File: src/resp_reply_byte_parser_macros.svh
// Assertion macros for the reply byte parser.
`ifndef RESP_REPLY_BYTE_PARSER_MACROS_SVH
`define RESP_REPLY_BYTE_PARSER_MACROS_SVH
`ifndef SYNTHESIS
// Check that cons holds in the same cycle as ante.
`define RRBP_ASSERT_IMPLY(label, ante, cons) \
    label: assert property (@(posedge clk) disable iff (!rst_n) (ante) |-> (cons)) \
        else $error("same-cycle check failed");
// Check that cons holds in the cycle after ante.
`define RRBP_ASSERT_NEXT(label, ante, cons) \
    label: assert property (@(posedge clk) disable iff (!rst_n) (ante) |=> (cons)) \
        else $error("next-cycle check failed");
`else
`define RRBP_ASSERT_IMPLY(label, ante, cons)
`define RRBP_ASSERT_NEXT(label, ante, cons)
`endif
`endif

File: src/rrbp_pkg.sv
// Shared types and constants for the reply byte parser.
package rrbp_pkg;

    // Register and parameter defaults
    localparam int MAX_LEN_BITS = 30;
    localparam int LENGTH_BITS_DEF = 30;
    localparam logic [MAX_LEN_BITS-1:0] MAX_LEN_RESET = 30'd536870912;

    // Parser phases
    localparam logic [3:0] PH_WAIT       = 4'd0;
    localparam logic [3:0] PH_LINE       = 4'd1;
    localparam logic [3:0] PH_LINE_LF    = 4'd2;
    localparam logic [3:0] PH_LEN_SIGN   = 4'd3;
    localparam logic [3:0] PH_LEN_DIGITS = 4'd4;
    localparam logic [3:0] PH_LEN_SKIP   = 4'd5;
    localparam logic [3:0] PH_PAYLOAD    = 4'd6;
    localparam logic [3:0] PH_TRAIL1     = 4'd7;
    localparam logic [3:0] PH_TRAIL2     = 4'd8;

    // Error codes
    localparam logic [2:0] ERR_NONE  = 3'd0;
    localparam logic [2:0] ERR_TYPE  = 3'd1;
    localparam logic [2:0] ERR_DIGIT = 3'd2;
    localparam logic [2:0] ERR_NOLF  = 3'd3;
    localparam logic [2:0] ERR_MULTI = 3'd4;
    localparam logic [2:0] ERR_LONG  = 3'd5;

    // Reply kinds
    localparam logic [1:0] KIND_STATUS = 2'd0;
    localparam logic [1:0] KIND_ERROR  = 2'd1;
    localparam logic [1:0] KIND_INT    = 2'd2;
    localparam logic [1:0] KIND_BULK   = 2'd3;

    // Protocol characters
    localparam logic [7:0] CH_PLUS   = 8'h2B;
    localparam logic [7:0] CH_MINUS  = 8'h2D;
    localparam logic [7:0] CH_COLON  = 8'h3A;
    localparam logic [7:0] CH_DOLLAR = 8'h24;
    localparam logic [7:0] CH_STAR   = 8'h2A;
    localparam logic [7:0] CH_CR     = 8'h0D;
    localparam logic [7:0] CH_LF     = 8'h0A;
    localparam logic [7:0] CH_ZERO   = 8'h30;
    localparam logic [7:0] CH_NINE   = 8'h39;

    // One result item
    typedef struct packed {
        logic [7:0] data_byte;
        logic       data_valid;
        logic [1:0] reply_kind;
        logic       reply_end;
        logic       is_null;
        logic [2:0] error_code;
    } result_t;

endpackage

File: src/rrbp_parse_core.sv
// Parser state and per-byte decode logic.
module rrbp_parse_core #(
    parameter int LENGTH_BITS = rrbp_pkg::LENGTH_BITS_DEF
) (
    input  logic                                clk,
    input  logic                                rst_n,
    input  logic                                fire,
    input  logic [7:0]                          in_byte,
    input  logic [rrbp_pkg::MAX_LEN_BITS-1:0]   max_len,
    output logic                                res_valid,
    output rrbp_pkg::result_t                   res
);

    localparam int PW = LENGTH_BITS + 4;
    localparam int CW = (LENGTH_BITS > rrbp_pkg::MAX_LEN_BITS) ?
                        LENGTH_BITS : rrbp_pkg::MAX_LEN_BITS;

    logic [3:0]             phase_reg, phase_next;
    logic [1:0]             kind_reg, kind_next;
    logic                   neg_reg, neg_next;
    logic [LENGTH_BITS-1:0] acc_reg, acc_next;
    logic [LENGTH_BITS-1:0] rem_reg, rem_next;

    logic                   is_digit;
    logic [3:0]             digit;
    logic [PW-1:0]          prod;
    logic                   ovf;
    logic                   too_big;
    logic [LENGTH_BITS-1:0] rem_dec;

    // Next length value: acc * 10 + digit, with headroom to see overflow
    assign is_digit = (in_byte >= rrbp_pkg::CH_ZERO) && (in_byte <= rrbp_pkg::CH_NINE);
    assign digit    = in_byte[3:0];
    assign prod     = {1'b0, acc_reg, 3'b000} + {3'b000, acc_reg, 1'b0} + PW'(digit);
    assign ovf      = |prod[PW-1:LENGTH_BITS];
    assign too_big  = CW'(prod[LENGTH_BITS-1:0]) > CW'(max_len);
    assign rem_dec  = rem_reg - LENGTH_BITS'(1);

    // Decode one byte against the current phase
    always_comb
    begin
        phase_next = phase_reg;
        kind_next  = kind_reg;
        neg_next   = neg_reg;
        acc_next   = acc_reg;
        rem_next   = rem_reg;
        res_valid  = 1'b0;
        res        = '0;
        res.reply_kind = kind_reg;

        unique case (phase_reg) inside
            rrbp_pkg::PH_LINE:
            begin
                if (in_byte == rrbp_pkg::CH_CR)
                begin
                    phase_next = rrbp_pkg::PH_LINE_LF;
                end
                else
                begin
                    res_valid      = 1'b1;
                    res.data_byte  = in_byte;
                    res.data_valid = 1'b1;
                end
            end

            rrbp_pkg::PH_LINE_LF:
            begin
                phase_next = rrbp_pkg::PH_WAIT;
                res_valid  = 1'b1;
                if (in_byte != rrbp_pkg::CH_LF)
                begin
                    res.error_code = rrbp_pkg::ERR_NOLF;
                end
                else
                begin
                    res.reply_end = 1'b1;
                end
            end

            rrbp_pkg::PH_LEN_SIGN, rrbp_pkg::PH_LEN_DIGITS:
            begin
                if ((phase_reg == rrbp_pkg::PH_LEN_SIGN) &&
                    ((in_byte == rrbp_pkg::CH_MINUS) || (in_byte == rrbp_pkg::CH_PLUS)))
                begin
                    neg_next   = (in_byte == rrbp_pkg::CH_MINUS);
                    phase_next = rrbp_pkg::PH_LEN_DIGITS;
                end
                else if (in_byte == rrbp_pkg::CH_CR)
                begin
                    phase_next = rrbp_pkg::PH_LEN_SKIP;
                end
                else if (!is_digit)
                begin
                    phase_next     = rrbp_pkg::PH_WAIT;
                    res_valid      = 1'b1;
                    res.error_code = rrbp_pkg::ERR_DIGIT;
                end
                else
                begin
                    phase_next = rrbp_pkg::PH_LEN_DIGITS;
                    if (ovf)
                    begin
                        // Saturate a negative length, reject a positive one
                        acc_next = '1;
                        if (!neg_reg)
                        begin
                            phase_next     = rrbp_pkg::PH_WAIT;
                            res_valid      = 1'b1;
                            res.error_code = rrbp_pkg::ERR_LONG;
                        end
                    end
                    else
                    begin
                        acc_next = prod[LENGTH_BITS-1:0];
                        if (!neg_reg && too_big)
                        begin
                            phase_next     = rrbp_pkg::PH_WAIT;
                            res_valid      = 1'b1;
                            res.error_code = rrbp_pkg::ERR_LONG;
                        end
                    end
                end
            end

            rrbp_pkg::PH_LEN_SKIP:
            begin
                if (neg_reg && (acc_reg != '0))
                begin
                    phase_next     = rrbp_pkg::PH_WAIT;
                    res_valid      = 1'b1;
                    res.reply_kind = rrbp_pkg::KIND_BULK;
                    res.reply_end  = 1'b1;
                    res.is_null    = 1'b1;
                end
                else
                begin
                    rem_next   = acc_reg;
                    phase_next = (acc_reg == '0) ? rrbp_pkg::PH_TRAIL1 : rrbp_pkg::PH_PAYLOAD;
                end
            end

            rrbp_pkg::PH_PAYLOAD:
            begin
                rem_next = rem_dec;
                if (rem_dec == '0)
                begin
                    phase_next = rrbp_pkg::PH_TRAIL1;
                end
                res_valid      = 1'b1;
                res.data_byte  = in_byte;
                res.data_valid = 1'b1;
                res.reply_kind = rrbp_pkg::KIND_BULK;
            end

            rrbp_pkg::PH_TRAIL1:
            begin
                phase_next = rrbp_pkg::PH_TRAIL2;
            end

            rrbp_pkg::PH_TRAIL2:
            begin
                phase_next     = rrbp_pkg::PH_WAIT;
                res_valid      = 1'b1;
                res.reply_kind = rrbp_pkg::KIND_BULK;
                res.reply_end  = 1'b1;
            end

            default:
            begin
                // Wait for a type byte; clear length state
                neg_next = 1'b0;
                acc_next = '0;
                rem_next = '0;
                if (in_byte == rrbp_pkg::CH_PLUS)
                begin
                    kind_next  = rrbp_pkg::KIND_STATUS;
                    phase_next = rrbp_pkg::PH_LINE;
                end
                else if (in_byte == rrbp_pkg::CH_MINUS)
                begin
                    kind_next  = rrbp_pkg::KIND_ERROR;
                    phase_next = rrbp_pkg::PH_LINE;
                end
                else if (in_byte == rrbp_pkg::CH_COLON)
                begin
                    kind_next  = rrbp_pkg::KIND_INT;
                    phase_next = rrbp_pkg::PH_LINE;
                end
                else if (in_byte == rrbp_pkg::CH_DOLLAR)
                begin
                    kind_next  = rrbp_pkg::KIND_BULK;
                    phase_next = rrbp_pkg::PH_LEN_SIGN;
                end
                else
                begin
                    kind_next      = rrbp_pkg::KIND_STATUS;
                    phase_next     = rrbp_pkg::PH_WAIT;
                    res_valid      = 1'b1;
                    res.reply_kind = rrbp_pkg::KIND_STATUS;
                    res.error_code = (in_byte == rrbp_pkg::CH_STAR) ?
                                     rrbp_pkg::ERR_MULTI : rrbp_pkg::ERR_TYPE;
                end
            end
        endcase
    end

    // Advance parser state on each processed byte
    always_ff @(posedge clk or negedge rst_n)
    begin
        if (!rst_n)
        begin
            phase_reg <= rrbp_pkg::PH_WAIT;
            kind_reg  <= rrbp_pkg::KIND_STATUS;
            neg_reg   <= 1'b0;
            acc_reg   <= '0;
            rem_reg   <= '0;
        end
        else if (fire)
        begin
            phase_reg <= phase_next;
            kind_reg  <= kind_next;
            neg_reg   <= neg_next;
            acc_reg   <= acc_next;
            rem_reg   <= rem_next;
        end
    end

endmodule

File: src/rrbp_out_stage.sv
// Output register holding one result item until it is taken.
module rrbp_out_stage (
    input  logic              clk,
    input  logic              rst_n,
    input  logic              load,
    input  rrbp_pkg::result_t res,
    input  logic              out_stall,
    output logic              out_valid,
    output logic              out_free,
    output rrbp_pkg::result_t out_res
);

    logic              valid_reg;
    rrbp_pkg::result_t res_reg;

    // Free when empty or when the held item leaves this cycle
    assign out_free  = !valid_reg || !out_stall;
    assign out_valid = valid_reg;
    assign out_res   = res_reg;

    // Track occupancy
    always_ff @(posedge clk or negedge rst_n)
    begin
        if (!rst_n)
        begin
            valid_reg <= 1'b0;
        end
        else if (load)
        begin
            valid_reg <= 1'b1;
        end
        else if (!out_stall)
        begin
            valid_reg <= 1'b0;
        end
    end

    // Capture the item payload
    always_ff @(posedge clk)
    begin
        if (load)
        begin
            res_reg <= res;
        end
    end

endmodule

File: src/resp_reply_byte_parser.sv
// Top level of the reply byte parser: input register, parser core, output register.
//
//  Channel   Signals                                         Direction
//  -------   ----------------------------------------------  ---------
//  in        in_valid, in_stall, in_byte                     byte in
//  out       out_valid, out_stall, data_byte, data_valid,    item out
//            reply_kind, reply_end, is_null, error_code
//  cfg       cfg_we, cfg_wdata (max_bulk_length)             write only
//
// One byte is taken per cycle while in_stall is low; a result passes through the
// input register and then the output register around the decode.
// Reset clears the parser to waiting for a type byte and max_bulk_length to 2^29.
// A stall on the output holds the result and, once the input register is also
// full, raises in_stall; no cycle is lost once out_stall drops.
`include "resp_reply_byte_parser_macros.svh"

module resp_reply_byte_parser #(
    parameter int LENGTH_BITS = rrbp_pkg::LENGTH_BITS_DEF
) (
    input  logic                              clk,
    input  logic                              rst_n,
    input  logic                              in_valid,
    output logic                              in_stall,
    input  logic [7:0]                        in_byte,
    output logic                              out_valid,
    input  logic                              out_stall,
    output logic [7:0]                        data_byte,
    output logic                              data_valid,
    output logic [1:0]                        reply_kind,
    output logic                              reply_end,
    output logic                              is_null,
    output logic [2:0]                        error_code,
    input  logic                              cfg_we,
    input  logic [rrbp_pkg::MAX_LEN_BITS-1:0] cfg_wdata
);

    logic                              in_valid_reg;
    logic [7:0]                        in_byte_reg;
    logic [rrbp_pkg::MAX_LEN_BITS-1:0] max_len_reg;
    logic                              out_free;
    logic                              fire;
    logic                              in_take;
    logic                              res_valid;
    rrbp_pkg::result_t                 res;
    rrbp_pkg::result_t                 out_res;
    logic                              out_error;
    logic                              out_bare;
    logic                              out_null;
    logic                              bulk_end;

    // Process the held byte when the output register can take its item
    assign fire     = in_valid_reg && out_free;
    assign in_stall = in_valid_reg && !out_free;
    assign in_take  = in_valid && !in_stall;

    // Input register
    always_ff @(posedge clk or negedge rst_n)
    begin
        if (!rst_n)
        begin
            in_valid_reg <= 1'b0;
        end
        else if (in_take)
        begin
            in_valid_reg <= 1'b1;
        end
        else if (fire)
        begin
            in_valid_reg <= 1'b0;
        end
    end

    always_ff @(posedge clk)
    begin
        if (in_take)
        begin
            in_byte_reg <= in_byte;
        end
    end

    // Length limit register
    always_ff @(posedge clk or negedge rst_n)
    begin
        if (!rst_n)
        begin
            max_len_reg <= rrbp_pkg::MAX_LEN_RESET;
        end
        else if (cfg_we)
        begin
            max_len_reg <= cfg_wdata;
        end
    end

    rrbp_parse_core #(
        .LENGTH_BITS (LENGTH_BITS)
    ) u_core (
        .clk       (clk),
        .rst_n     (rst_n),
        .fire      (fire),
        .in_byte   (in_byte_reg),
        .max_len   (max_len_reg),
        .res_valid (res_valid),
        .res       (res)
    );

    rrbp_out_stage u_out (
        .clk       (clk),
        .rst_n     (rst_n),
        .load      (fire && res_valid),
        .res       (res),
        .out_stall (out_stall),
        .out_valid (out_valid),
        .out_free  (out_free),
        .out_res   (out_res)
    );

    // Drive result fields
    assign data_byte  = out_res.data_byte;
    assign data_valid = out_res.data_valid;
    assign reply_kind = out_res.reply_kind;
    assign reply_end  = out_res.reply_end;
    assign is_null    = out_res.is_null;
    assign error_code = out_res.error_code;

    // Terms for the checks
    assign out_error = out_valid && (error_code != rrbp_pkg::ERR_NONE);
    assign out_bare  = !data_valid && !reply_end && !is_null && (data_byte == 8'd0);
    assign out_null  = out_valid && is_null;
    assign bulk_end  = reply_end && (reply_kind == rrbp_pkg::KIND_BULK);

    // Checks
    `RRBP_ASSERT_IMPLY(a_stall_needs_full, in_stall, in_valid_reg)
    `RRBP_ASSERT_NEXT(a_take_fills_input, in_take, in_valid_reg)
    `RRBP_ASSERT_IMPLY(a_error_is_bare, out_error, out_bare)
    `RRBP_ASSERT_IMPLY(a_null_is_bulk_end, out_null, bulk_end)

endmodule
File: config.mk
export PLATFORM = sky130hd
export DESIGN_NAME = resp_reply_byte_parser
export DESIGN_NICKNAME = d
export VERILOG_FILES = /design/src/rrbp_pkg.sv /design/src/rrbp_parse_core.sv /design/src/rrbp_out_stage.sv /design/src/resp_reply_byte_parser.sv
export VERILOG_INCLUDE_DIRS = /design/src /design/src/src
export SDC_FILE = /design/constraint.sdc
export NUM_CORES = 1
export LEC_CHECK = 0
export ABC_AREA = 0
export BUFFER_PORTS_ARGS = -buffer_cell sky130_fd_sc_hd__clkbuf_2
export CORE_MARGIN = 5
export CORE_UTILIZATION = 35
export CTS_CLUSTER_DIAMETER = 60
export DETAILED_ROUTE_END_ITERATION = 12
export GPL_TIMING_DRIVEN = 0
export SYNTH_ARGS = -nofsm -noshare
export SYNTH_HDL_FRONTEND = slang
export SYNTH_SLANG_ARGS = --single-unit
File: constraint.sdc
create_clock -name clk -period 6 [get_ports clk]
set_clock_uncertainty 0.2 [all_clocks]
set_input_delay 1.2 -clock clk [delete_from_list [all_inputs] [get_ports clk]]
set_output_delay 1.2 -clock clk [all_outputs]
set_load 0.01 [all_outputs]
==> impl_metrics.json, run 1 <==
{
  "nFillCells": 2669,
  "wirelength_um": 27800,
  "synth_seq_cells": 123,
  "powerDensity_nw_per_um2": 445,
  "finalPower_mw": 4.85,
  "path_max_fanout": 16,
  "drt_iter0_markers": 858,
  "final_nets": 1309,
  "tritoncts": "built",
  "num_rows": 60,
  "synth-edff-count": 24,
  "worstSetupStartpointType": "flop",
  "gp_congestion": 0.927,
  "r2r_setup_slack_ps": 310,
  "grt_pass1_wl_um": 45600,
  "worst_slack_ps": 307,
  "cts_buffers": 17,
  "finalCritPeriodShare": 0.949,
  "yosysMostFrequentCell": "o21ai_0",
  "yosys_warnings": 0,
  "syn_to_final_growth_pct": 14.6,
  "synth_top_area_frac": 0.258,
  "yosys-top-cells-area": "dfrtp_1, ha_1, edfxtp_1",
  "async_reset_ff_frac": 0.805,
  "wire_per_inst_um": 18.2,
  "critPathKind": "reg2reg",
  "vias": 8766,
  "diodes": 0,
  "max_freq_ghz": 0.176,
  "slew_violations": 0,
  "drive_above_1_share": 0.122,
  "critPathMaxStageDelay_ps": 520,
  "die_area_sq_um": 30500,
  "synth_top_cell_by_area": "dfrtp_1",
  "grt_max_degree": 59,
  "finalSetupViolations": 0,
  "arrival_ps": 5620,
  "route.detailed.drc": 0,
  "cts.sinks": 123,
  "cp_data_required_time_ps": 5920,
  "ys_top_cells_by_count": "o21ai_0, nand2_1, dfrtp_1",
  "clockBufferDepth": 2,
  "hold_path_class": "reg2reg",
  "drv_cap": 0,
  "cp_num_buf_inv": 2,
  "leakage_nw": 4.86,
  "ios": 61,
  "syn-cell-area_sq_um": 9500,
  "ant_nets": 0,
  "pre_cts_slack_ps": -1400,
  "min_period_ps": 5690,
  "grt_pass1_vias": 8455,
  "grt_usage": 0.182,
  "ir_drop_mv": 0.257,
  "die_x_um": 175,
  "setup_tns_ps": 0,
  "synth.distinct_cells": 98,
  "cts_root_buf": "clkbuf_16",
  "ys_seq_area_frac": 0.337,
  "worst_pin_slew_ps": 1050,
  "syn_avg_cell_area_sq_um": 8.69,
  "regArea_sq_um": 3200,
  "synth_nets": 1229,
  "drt_first_pass_iters": 5,
  "cts_max_level": 4,
  "vias_per_cell": 5.74,
  "multi_input_comb_area_sq_um": 5830,
  "path_delay_family": "simple AND/OR/NAND/NOR gates",
  "cts.reportedPaths.clkPinSlew_ps": 60,
  "crit_chain": "inv_1, fa_1, fa_1, nor2b_2, o2111ai_1, nor4bb_4, or2_2, o311ai_1, o311ai_0, xnor2_1, ha_1, nand4_1, nor4_2, o211ai_1, a31oi_1, o21ai_1, and4_4, o21ai_4, buf_12",
  "critical-path-slowest-cell": "fa_1",
  "synth_ff_type": "dfrtp_1",
  "antenna_found_initial": 0,
  "start_util": 0.354,
  "outcome": "finished, final reports clean",
  "final_hold_viol_count": 0,
  "dp_hpwl_um": 21400,
  "core_sq_um": 26800,
  "die_y_um": 175,
  "slew_headroom": 0.295,
  "syn_inst": 1093,
  "rsz0062_at_grt": "no",
  "clk_latency_ps": 420,
  "worst_path_most_repeated_cell": "fa_1",
  "gr-total-overflow": 0,
  "end_kind": "flop",
  "port_buffers": 59
}
## worst paths after layout
path                                               start                          end  cells past startpoint
setup / recovery           u_core.acc_reg[0]$_DFFE_PN0P_   u_out.out_res[2]$_DFFE_PP_                     19
hold / removal               max_len_reg[29]$_DFFE_PN1P_  max_len_reg[29]$_DFFE_PN1P_                      2
setup reg to reg           u_core.acc_reg[0]$_DFFE_PN0P_   u_out.out_res[2]$_DFFE_PP_                     19
hold reg to reg              max_len_reg[29]$_DFFE_PN1P_  max_len_reg[29]$_DFFE_PN1P_                      2
max in group asynchronous                          rst_n  u_out.out_valid$_DFFE_PN0P_                      2
min in group asynchronous                          rst_n   max_len_reg[3]$_DFFE_PN0P_                      1
## cell families after synthesis
group / count (synthesis) / share of synthesized area
XOR/XNOR: 24 / 0.0221
buffers and inverters: 120 / 0.0514
flip-flops: 123 / 0.337
adder cells (fa/ha/maj): 93 / 0.124
multiplexers: 9 / 0.0115
AO/OA/AOI/OAI: 367 / 0.255
AND/OR/NAND/NOR: 357 / 0.199
## placed cells by master, fill, tap and decap left out, types with 7 or more instances in the layout
cell	count
edfxtp_1	24
nor3_1	30
nand2b_1	11
nor2b_1	9
a32oi_1	17
clkbuf_16	17
inv_1	63
and2_1	10
nor2_1	79
clkbuf_2	58
nand4_1	14
xor2_1	9
nand3_1	20
and3_1	7
a221o_1	22
o21a_1	9
dfrtp_1	98
a22oi_1	10
a21oi_1	81
nand2_1	100
xnor2_1	15
o21ai_0	117
o211ai_1	12
ha_1	91
a211oi_1	9
nor4_1	25
clkbuf_1	44
o21ai_1	12
## layer usage
layer  GRT usage  share of wire  vias to the layer above
met2       0.303           0.48                      265
met4      0.0563          0.020                        0
met5           0              0                        -
met3      0.0262          0.046                       40
li1            -              -                     4284
met1       0.246           0.46                     4177
## per-stage QoR
step | std cells | instance area (sq um) | utilization | hold slack [ps]
6_report | 1527 | 10900 | 0.406 | 326
5_1_grt | 1527 | 10900 | 0.406 | 358
4_1_cts | 1527 | 10900 | 0.406 | 330
3_5_place_dp | 1494 | 10200 | 0.382 | 321
3_3_place_gp | 1493 | 10200 | 0.381 | 312
2_1_floorplan | 1093 | 9500 | - | 280
## layout make-up
class                   count  area share
repair buffers             62      0.0317
clock inverters            15      0.0161
plain buffers              55      0.0224
well taps                 341      0.0392
clock buffers              17      0.0391
flip-flops and latches    123       0.294
inverters                  64      0.0221
multi-input cells         850       0.536
## worst register-to-register path, delay by kind of cell (launching register included)
| kind | cells | cell delay [ps] |
|---|---|---|
| AOI/OAI and AO/OA | 7 | 1330 |
| xor gates and xnor gates | 1 | 210 |
| adders and majority gates | 3 | 1360 |
| buffers and inverters | 2 | 270 |
| DFF | 1 | 490 |
| and+or+nand+nor | 6 | 1540 |
## what timing repair did
action                     CTS  global route
setup endpoints to repair   20            18
cloned                       0             0
hold buffers                 0             0
pin swaps                    1             0
gates resized for setup      4             3
buffers inserted             2             0
## power by group
group          switching [mW]  total, mW  internal [mW]
registers               0.169       1.23           1.06
clock network           0.418       1.07          0.653
logic                    1.65       2.54          0.899
No activity file was read; power rests on OpenSTA's default activity.
==> run 2: changes to the inputs <==
Settings changed: BUFFER_PORTS_ARGS -buffer_cell sky130_fd_sc_hd__clkbuf_2 to -buffer_cell sky130_fd_sc_hd__buf_2.
==> run 2 against run 1 <==
Compared with the run above:
- combinational power about the same
- via count increased by 0.71%
- sequential share of layout area is 0.13 points higher
- clock power decreased by 7%
- largest cell class unchanged
==> impl_metrics.json, run 2 (same netlist as run 1, synthesis figures left out) <==
{
  "outcome": "finished, final reports clean",
  "clkPwrFrac": 0.208,
  "seqPwrFrac": 0.258,
  "worst_pin_slew_ps": 1010,
  "die_y_um": 175,
  "internal-power_mw": 2.53,
  "start_util": 0.354,
  "clockBufferDepth": 2,
  "drv_cap": 0,
  "crit_chain": "inv_1, fa_1, fa_1, nor2b_2, o2111ai_1, nor4bb_4, or2_2, o311ai_1, o311ai_0, xnor2_1, ha_1, nand4_1, nor4_1, o211ai_1, a31oi_1, o21ai_1, and4_4, o21ai_4, buf_12",
  "critPathMaxStageDelay_ps": 520,
  "max_freq_ghz": 0.174,
  "die_area_sq_um": 30500,
  "final_hold_viol_count": 0,
  "nFillCells": 2656,
  "port_buffers": 59,
  "wire_per_inst_um": 18.2,
  "pwr-share-comb": 0.534,
  "critPathKind": "reg2reg",
  "p_switching_mw": 2.25,
  "ir_drop_mv": 0.259,
  "slew_violations": 0,
  "drt_first_pass_iters": 5,
  "grtUsageMet3": 0.0251,
  "path_max_fanout": 16,
  "cts_root_buf": "clkbuf_16",
  "cts_buffers": 17,
  "layout_commonest_cell": "o21ai_0",
  "worst_path_most_repeated_cell": "fa_1",
  "dp_hpwl_um": 21300,
  "vias_per_cell": 5.78,
  "grt_pass1_wl_um": 45200,
  "grt_pass1_vias": 8470,
  "rsz0062_at_grt": "no",
  "met1_usage": 0.248,
  "grt_usage": 0.180,
  "min_to": "max_len_reg[29]$_DFFE_PN1P_",
  "timing.hold.ws_ps": 313,
  "min-delay-start": "max_len_reg[29]$_DFFE_PN1P_",
  "vias": 8828,
  "leakage_nw": 4.83,
  "placed_cells": 1494,
  "timing.rr.start": "u_core.acc_reg[0]$_DFFE_PN0P_",
  "core_sq_um": 26800,
  "end_kind": "flop",
  "cts-hold-fix-buffers": 0,
  "r2r_setup_slack_ps": 260,
  "powerDensity_nw_per_um2": 441,
  "gr-total-overflow": 0,
  "final_nets": 1309,
  "ios": 61,
  "cts_max_level": 4,
  "wirelength_um": 27800,
  "worstSetupStartpointType": "flop",
  "hold_path_class": "reg2reg",
  "cts.reportedPaths.clkPinSlew_ps": 60,
  "arrival_ps": 5680,
  "cts.sinks": 123,
  "antenna_found_initial": 0,
  "swShare": 0.470,
  "cp_data_required_time_ps": 5930,
  "grt-busiest-layer": "met2",
  "r2r_end": "u_out.out_res[5]$_DFFE_PP_",
  "finalCritPeriodShare": 0.957,
  "route.detailed.drc": 0,
  "die_x_um": 175,
  "diodes": 0,
  "gp_congestion": 0.921,
  "finalSetupViolations": 0,
  "syn_to_final_growth_pct": 14.1,
  "hold_depth": 2,
  "drt_iter0_markers": 858,
  "ant_nets": 0,
  "r2r_cells": 19,
  "critical-path-slowest-cell": "fa_1",
  "met2_usage": 0.292,
  "clk_latency_ps": 420,
  "finalNonFillerCells": 1527,
  "final_cell_mix": "o21ai_0, nand2_1, dfrtp_1",
  "regArea_sq_um": 3200,
  "grt_max_degree": 70,
  "slew_headroom": 0.319,
  "num_rows": 60,
  "multi_input_comb_area_sq_um": 5830,
  "tritoncts": "built",
  "min_period_ps": 5740,
  "drive_above_1_share": 0.121
}
run 2: changes by cell type in the layout (fill, tap and decap cells not counted), sizes merged:
cell,delta
bufinv,-2
clkinvlp,+1
buf,+59
inv,+1
clkbuf,-59
run 2: worst max path at each step:
stage,startpoint,endpoint
global route,u_core.acc_reg[0]$_DFFE_PN0P_,u_out.out_res[9]$_DFFE_PP_
detailed placement,in_byte_reg[3]$_DFFE_PP_,u_out.out_res[4]$_DFFE_PP_
finish,u_core.acc_reg[0]$_DFFE_PN0P_,u_out.out_res[5]$_DFFE_PP_
CTS,in_byte_reg[3]$_DFFE_PP_,u_out.out_res[2]$_DFFE_PP_
floorplan,in_byte_reg[3]$_DFFE_PP_,u_out.out_res[0]$_DFFE_PP_
global placement,in_byte_reg[3]$_DFFE_PP_,u_out.out_res[4]$_DFFE_PP_
run 2: through the flow:
stage | util | worst slack (ps) | area, sq um | power [mW] | TNS [ps]
floorplan | - | 249 | 9500 | 3.07 | 0
global placement | 0.381 | -1350 | 10200 | 3.70 | -22780
detailed placement | 0.382 | -1380 | 10200 | 3.73 | -23270
CTS | 0.404 | 113 | 10800 | 4.75 | 0
global route | 0.404 | 15.5 | 10800 | 5.08 | 0
finish | 0.404 | 255 | 10800 | 4.78 | 0
run 2: worst max-delay path, delay by kind of cell, from the launching register on:
kind / cells / cell delay [ps]
AND/OR/NAND/NOR: 6 / 1550
adder cells (fa/ha/maj): 3 / 1370
AO/OA/AOI/OAI: 7 / 1360
flip-flops: 1 / 490
buffers and inverters: 2 / 270
XOR/XNOR: 1 / 210
run 2: what timing repair did:
| action | in CTS | in global routing |
|---|---|---|
| cloned | 0 | 0 |
| endpoints found under the hold margin | 0 | 0 |
| gates resized for setup | 5 | 1 |
| setup buffers | 1 | 1 |
| endpoints found under the setup margin | 20 | 18 |
| pin swaps | 1 | 0 |
run 2: cell type report:
| type | instances | share of cell area |
|---|---|---|
| inverters | 64 | 0.0222 |
| repair buffers | 62 | 0.0325 |
| well taps | 341 | 0.0394 |
| clock buffers | 17 | 0.0392 |
| clock inverters | 15 | 0.0117 |
| flip-flops and latches | 123 | 0.295 |
| multi-input cells | 850 | 0.537 |
| plain buffers | 55 | 0.0225 |
run 2: layer usage:
layer,part of all wire,wire length (um)
met5,0,0
met4,0.023,629
met3,0.044,1220
met2,0.47,13100
met1,0.46,12900
run 2: power groups by stage:
stage	Sequential [mW]	Combinational, mW	Clock (mW)
after floorplan	1.23	1.84	0
after global placement	1.24	2.46	0
after detailed placement	1.25	2.49	0
after CTS	1.23	2.52	1.00
after global routing	1.26	2.79	1.04
final	1.23	2.55	0.996
==> run 3: changes to the inputs <==
Settings changed: ABC_AREA 0 to 1, CORE_UTILIZATION 35 to 55, PLACE_DENSITY set to 0.76, TNS_END_PERCENT set to 20.
==> run 3 against run 2 <==
Compared with the run above:
- non-clock buffer count is 33 lower
- die area is 36% lower
- largest cell class unchanged
- worst hold slack improved by 6.6 ps
- cell count is 4.3% higher
- sequential share of layout area grew 0.88 points
- critical endpoint is now u_out.out_res[11]$_DFFE_PP_
- first-iteration DRC count decreased by 18%
- critical path type unchanged
- global-route usage is 6.9 points higher
==> impl_metrics.json, run 3 <==
{
  "routed-wl-met2_um": 11400,
  "r2r_cells": 27,
  "routed.top_layer": "met4",
  "powerDensity_nw_per_um2": 243,
  "start_util": 0.561,
  "cts_max_level": 4,
  "drt_iter0_markers": 700,
  "synth_nets": 1417,
  "seqPwrFrac": 0.369,
  "wl_met3_um": 1640,
  "m1WireLength_um": 10500,
  "clkPwrFrac": 0.431,
  "p_switching_mw": 0.777,
  "path_max_fanout": 16,
  "swShare": 0.304,
  "worst_pin_slew_ps": 564,
  "die_area_sq_um": 19600,
  "gr-total-overflow": 0,
  "grt_pass1_wl_um": 39500,
  "cts_root_buf": "clkbuf_16",
  "finalSetupViolations": 0,
  "synth.distinct_cells": 46,
  "final_hold_viol_count": 0,
  "tritoncts": "built",
  "port_buffers": 59,
  "leakage_nw": 5.88,
  "ir_drop_mv": 0.226,
  "cp_data_required_time_ps": 5890,
  "cts.sinks": 123,
  "async_reset_ff_frac": 0.805,
  "setup_tns_ps": 0,
  "critPathKind": "reg2reg",
  "ys_top_cells_by_count": "nand2_1, inv_1, nor2_1",
  "syn_inst": 1281,
  "die_y_um": 140,
  "ant_nets": 0,
  "slew_headroom": 0.621,
  "core_sq_um": 16600,
  "drt_first_pass_iters": 5,
  "syn_to_final_growth_pct": 13.2,
  "vias_per_cell": 5.44,
  "rsz0062_at_grt": "no",
  "synth_top_area_frac": 0.264,
  "syn_avg_cell_area_sq_um": 7.26,
  "wirelength_um": 24100,
  "yosys_warnings": 0,
  "drv_cap": 0,
  "pwr-share-comb": 0.201,
  "syn-cell-area_sq_um": 9300,
  "synth-edff-count": 24,
  "num_rows": 47,
  "antenna_found_initial": 0,
  "ys_seq_area_frac": 0.344,
  "cts_resized": 0,
  "cts-hold-fix-buffers": 0,
  "worst_slack_ps": 621,
  "dp_hpwl_um": 18900,
  "clockBufferDepth": 2,
  "hold_depth": 2,
  "clk_latency_ps": 420,
  "yosysMostFrequentCell": "nand2_1",
  "drive_above_1_share": 0.113,
  "synth_top_cell_by_area": "dfrtp_1",
  "arrival_ps": 5270,
  "max_freq_ghz": 0.186,
  "synth_seq_cells": 123,
  "synth_ff_type": "dfrtp_1",
  "layout_commonest_cell": "nand2_1",
  "wire_per_inst_um": 15.1,
  "grt_max_degree": 70,
  "pre_cts_slack_ps": 451,
  "grt_usage": 0.249,
  "end_kind": "flop",
  "hold_path_class": "reg2reg",
  "diodes": 0,
  "route.detailed.drc": 0,
  "grt_pass1_vias": 8263,
  "finalCritPeriodShare": 0.897,
  "slew_violations": 0,
  "final_nets": 1496,
  "vias": 8660,
  "internal-power_mw": 1.78,
  "postCtsSetupBuffers": 0,
  "yosys-top-cells-area": "dfrtp_1, nand2_1, ha_1",
  "cts.reportedPaths.clkPinSlew_ps": 60,
  "outcome": "finished, final reports clean",
  "finalPower_mw": 2.56,
  "ios": 61,
  "nFillCells": 1499,
  "die_x_um": 140,
  "worstSetupStartpointType": "flop",
  "gp_congestion": 0.998,
  "min_period_ps": 5380,
  "final_cell_mix": "nand2_1, inv_1, nor2_1",
  "cts_buffers": 17
}
## run 3: cell count changes in the layout (fill, tap and decap cells not counted), moves of 22 or more
| cell | before | now |
|---|---|---|
| nor2_1 | 79 | 118 |
| inv_1 | 63 | 170 |
| o21ai_0 | 117 | 53 |
| a21oi_1 | 81 | 48 |
| xor2_1 | 9 | 35 |
| o22ai_1 | 2 | 24 |
| nand2_1 | 100 | 368 |
| o21ai_1 | 12 | 52 |
| a221o_1 | 22 | 0 |
| clkbuf_1 | 44 | 14 |
## run 3: area by class of cell
type | instances | area (sq um) | area share
Tap cell | 220 | 275 | 0.0261
Sequential cell | 123 | 3200 | 0.304
Clock buffer | 18 | 429 | 0.0408
Timing Repair Buffer | 60 | 325 | 0.0309
Clock inverter | 14 | 195 | 0.0185
Multi-Input combinational cell | 946 | 5280 | 0.501
Inverter | 188 | 709 | 0.0674
Buffer | 24 | 119 | 0.0113
## run 3: kinds of logic after synthesis
| group | after synthesis | share of synthesized area |
|---|---|---|
| AOI/OAI and AO/OA | 200 | 0.117 |
| xor gates and xnor gates | 51 | 0.0488 |
| adders and majority gates | 93 | 0.127 |
| buffers and inverters | 212 | 0.0887 |
| DFF | 123 | 0.344 |
| muxes | 1 | 0.00121 |
| and+or+nand+nor | 601 | 0.274 |
## run 3: per-layer routing
metal | global-route usage | vias to the layer above
li1 | - | 4316
met1 | 0.320 | 4033
met2 | 0.414 | 263
met3 | 0.0576 | 48
met4 | 0.0862 | 0
met5 | 0 | -
## run 3: worst paths after layout
kind                                                      from                        endpoint  slack, ps
worst max register to register        in_byte_reg[3]$_DFFE_PP_     u_out.out_res[11]$_DFFE_PP_        620
min in group asynchronous                                rst_n     max_len_reg[27]$_DFFE_PN0P_        510
worst max-delay path                  in_byte_reg[3]$_DFFE_PP_     u_out.out_res[11]$_DFFE_PP_        620
worst min-delay path            u_core.kind_reg[0]$_DFFE_PN0P_  u_core.kind_reg[0]$_DFFE_PN0P_        320
worst min register to register  u_core.kind_reg[0]$_DFFE_PN0P_  u_core.kind_reg[0]$_DFFE_PN0P_        320
max in group asynchronous                                rst_n   u_core.acc_reg[2]$_DFFE_PN0P_       4380
## run 3: per-stage QoR
stage               cells  utilization  hold slack (ps)  area [sq um]
CTS                  1593        0.635              314         10500
global placement     1560        0.595              285          9870
floorplan            1281            -              265          9300
finish               1593        0.635              319         10500
detailed placement   1561        0.597              299          9900
global route         1593        0.635              357         10500
## run 3: critical path, cell delays in order, from the launching register on
cell        delay, ps
edfxtp_1          390
inv_1             260
fa_1              500
fa_1              470
inv_1              90
nand4_1            90
nand2_1           160
nand2_1            70
nand2_1           210
a31oi_1           190
o21bai_1          200
xnor2_1           200
inv_1              80
ha_1              270
nand2_1            60
nor2_1            170
nand2_1           110
nor4_1            170
nand2_1            80
nand2_1            70
nand2_1           110
nor2_1            140
nand3_1           130
nand3_1           100
nand2_1            80
nand2_1            70
nand2_1            90
clkinvlp_4        270
## run 3: power by group through the flow
| stage | registers (mW) | logic (mW) | clock network [mW] |
|---|---|---|---|
| floorplan | 0.959 | 0.352 | 0 |
| global placement | 0.955 | 0.494 | 0 |
| detailed placement | 0.957 | 0.505 | 0 |
| CTS | 0.942 | 0.510 | 1.11 |
| global route | 0.948 | 0.579 | 1.15 |
| finish | 0.942 | 0.513 | 1.10 |
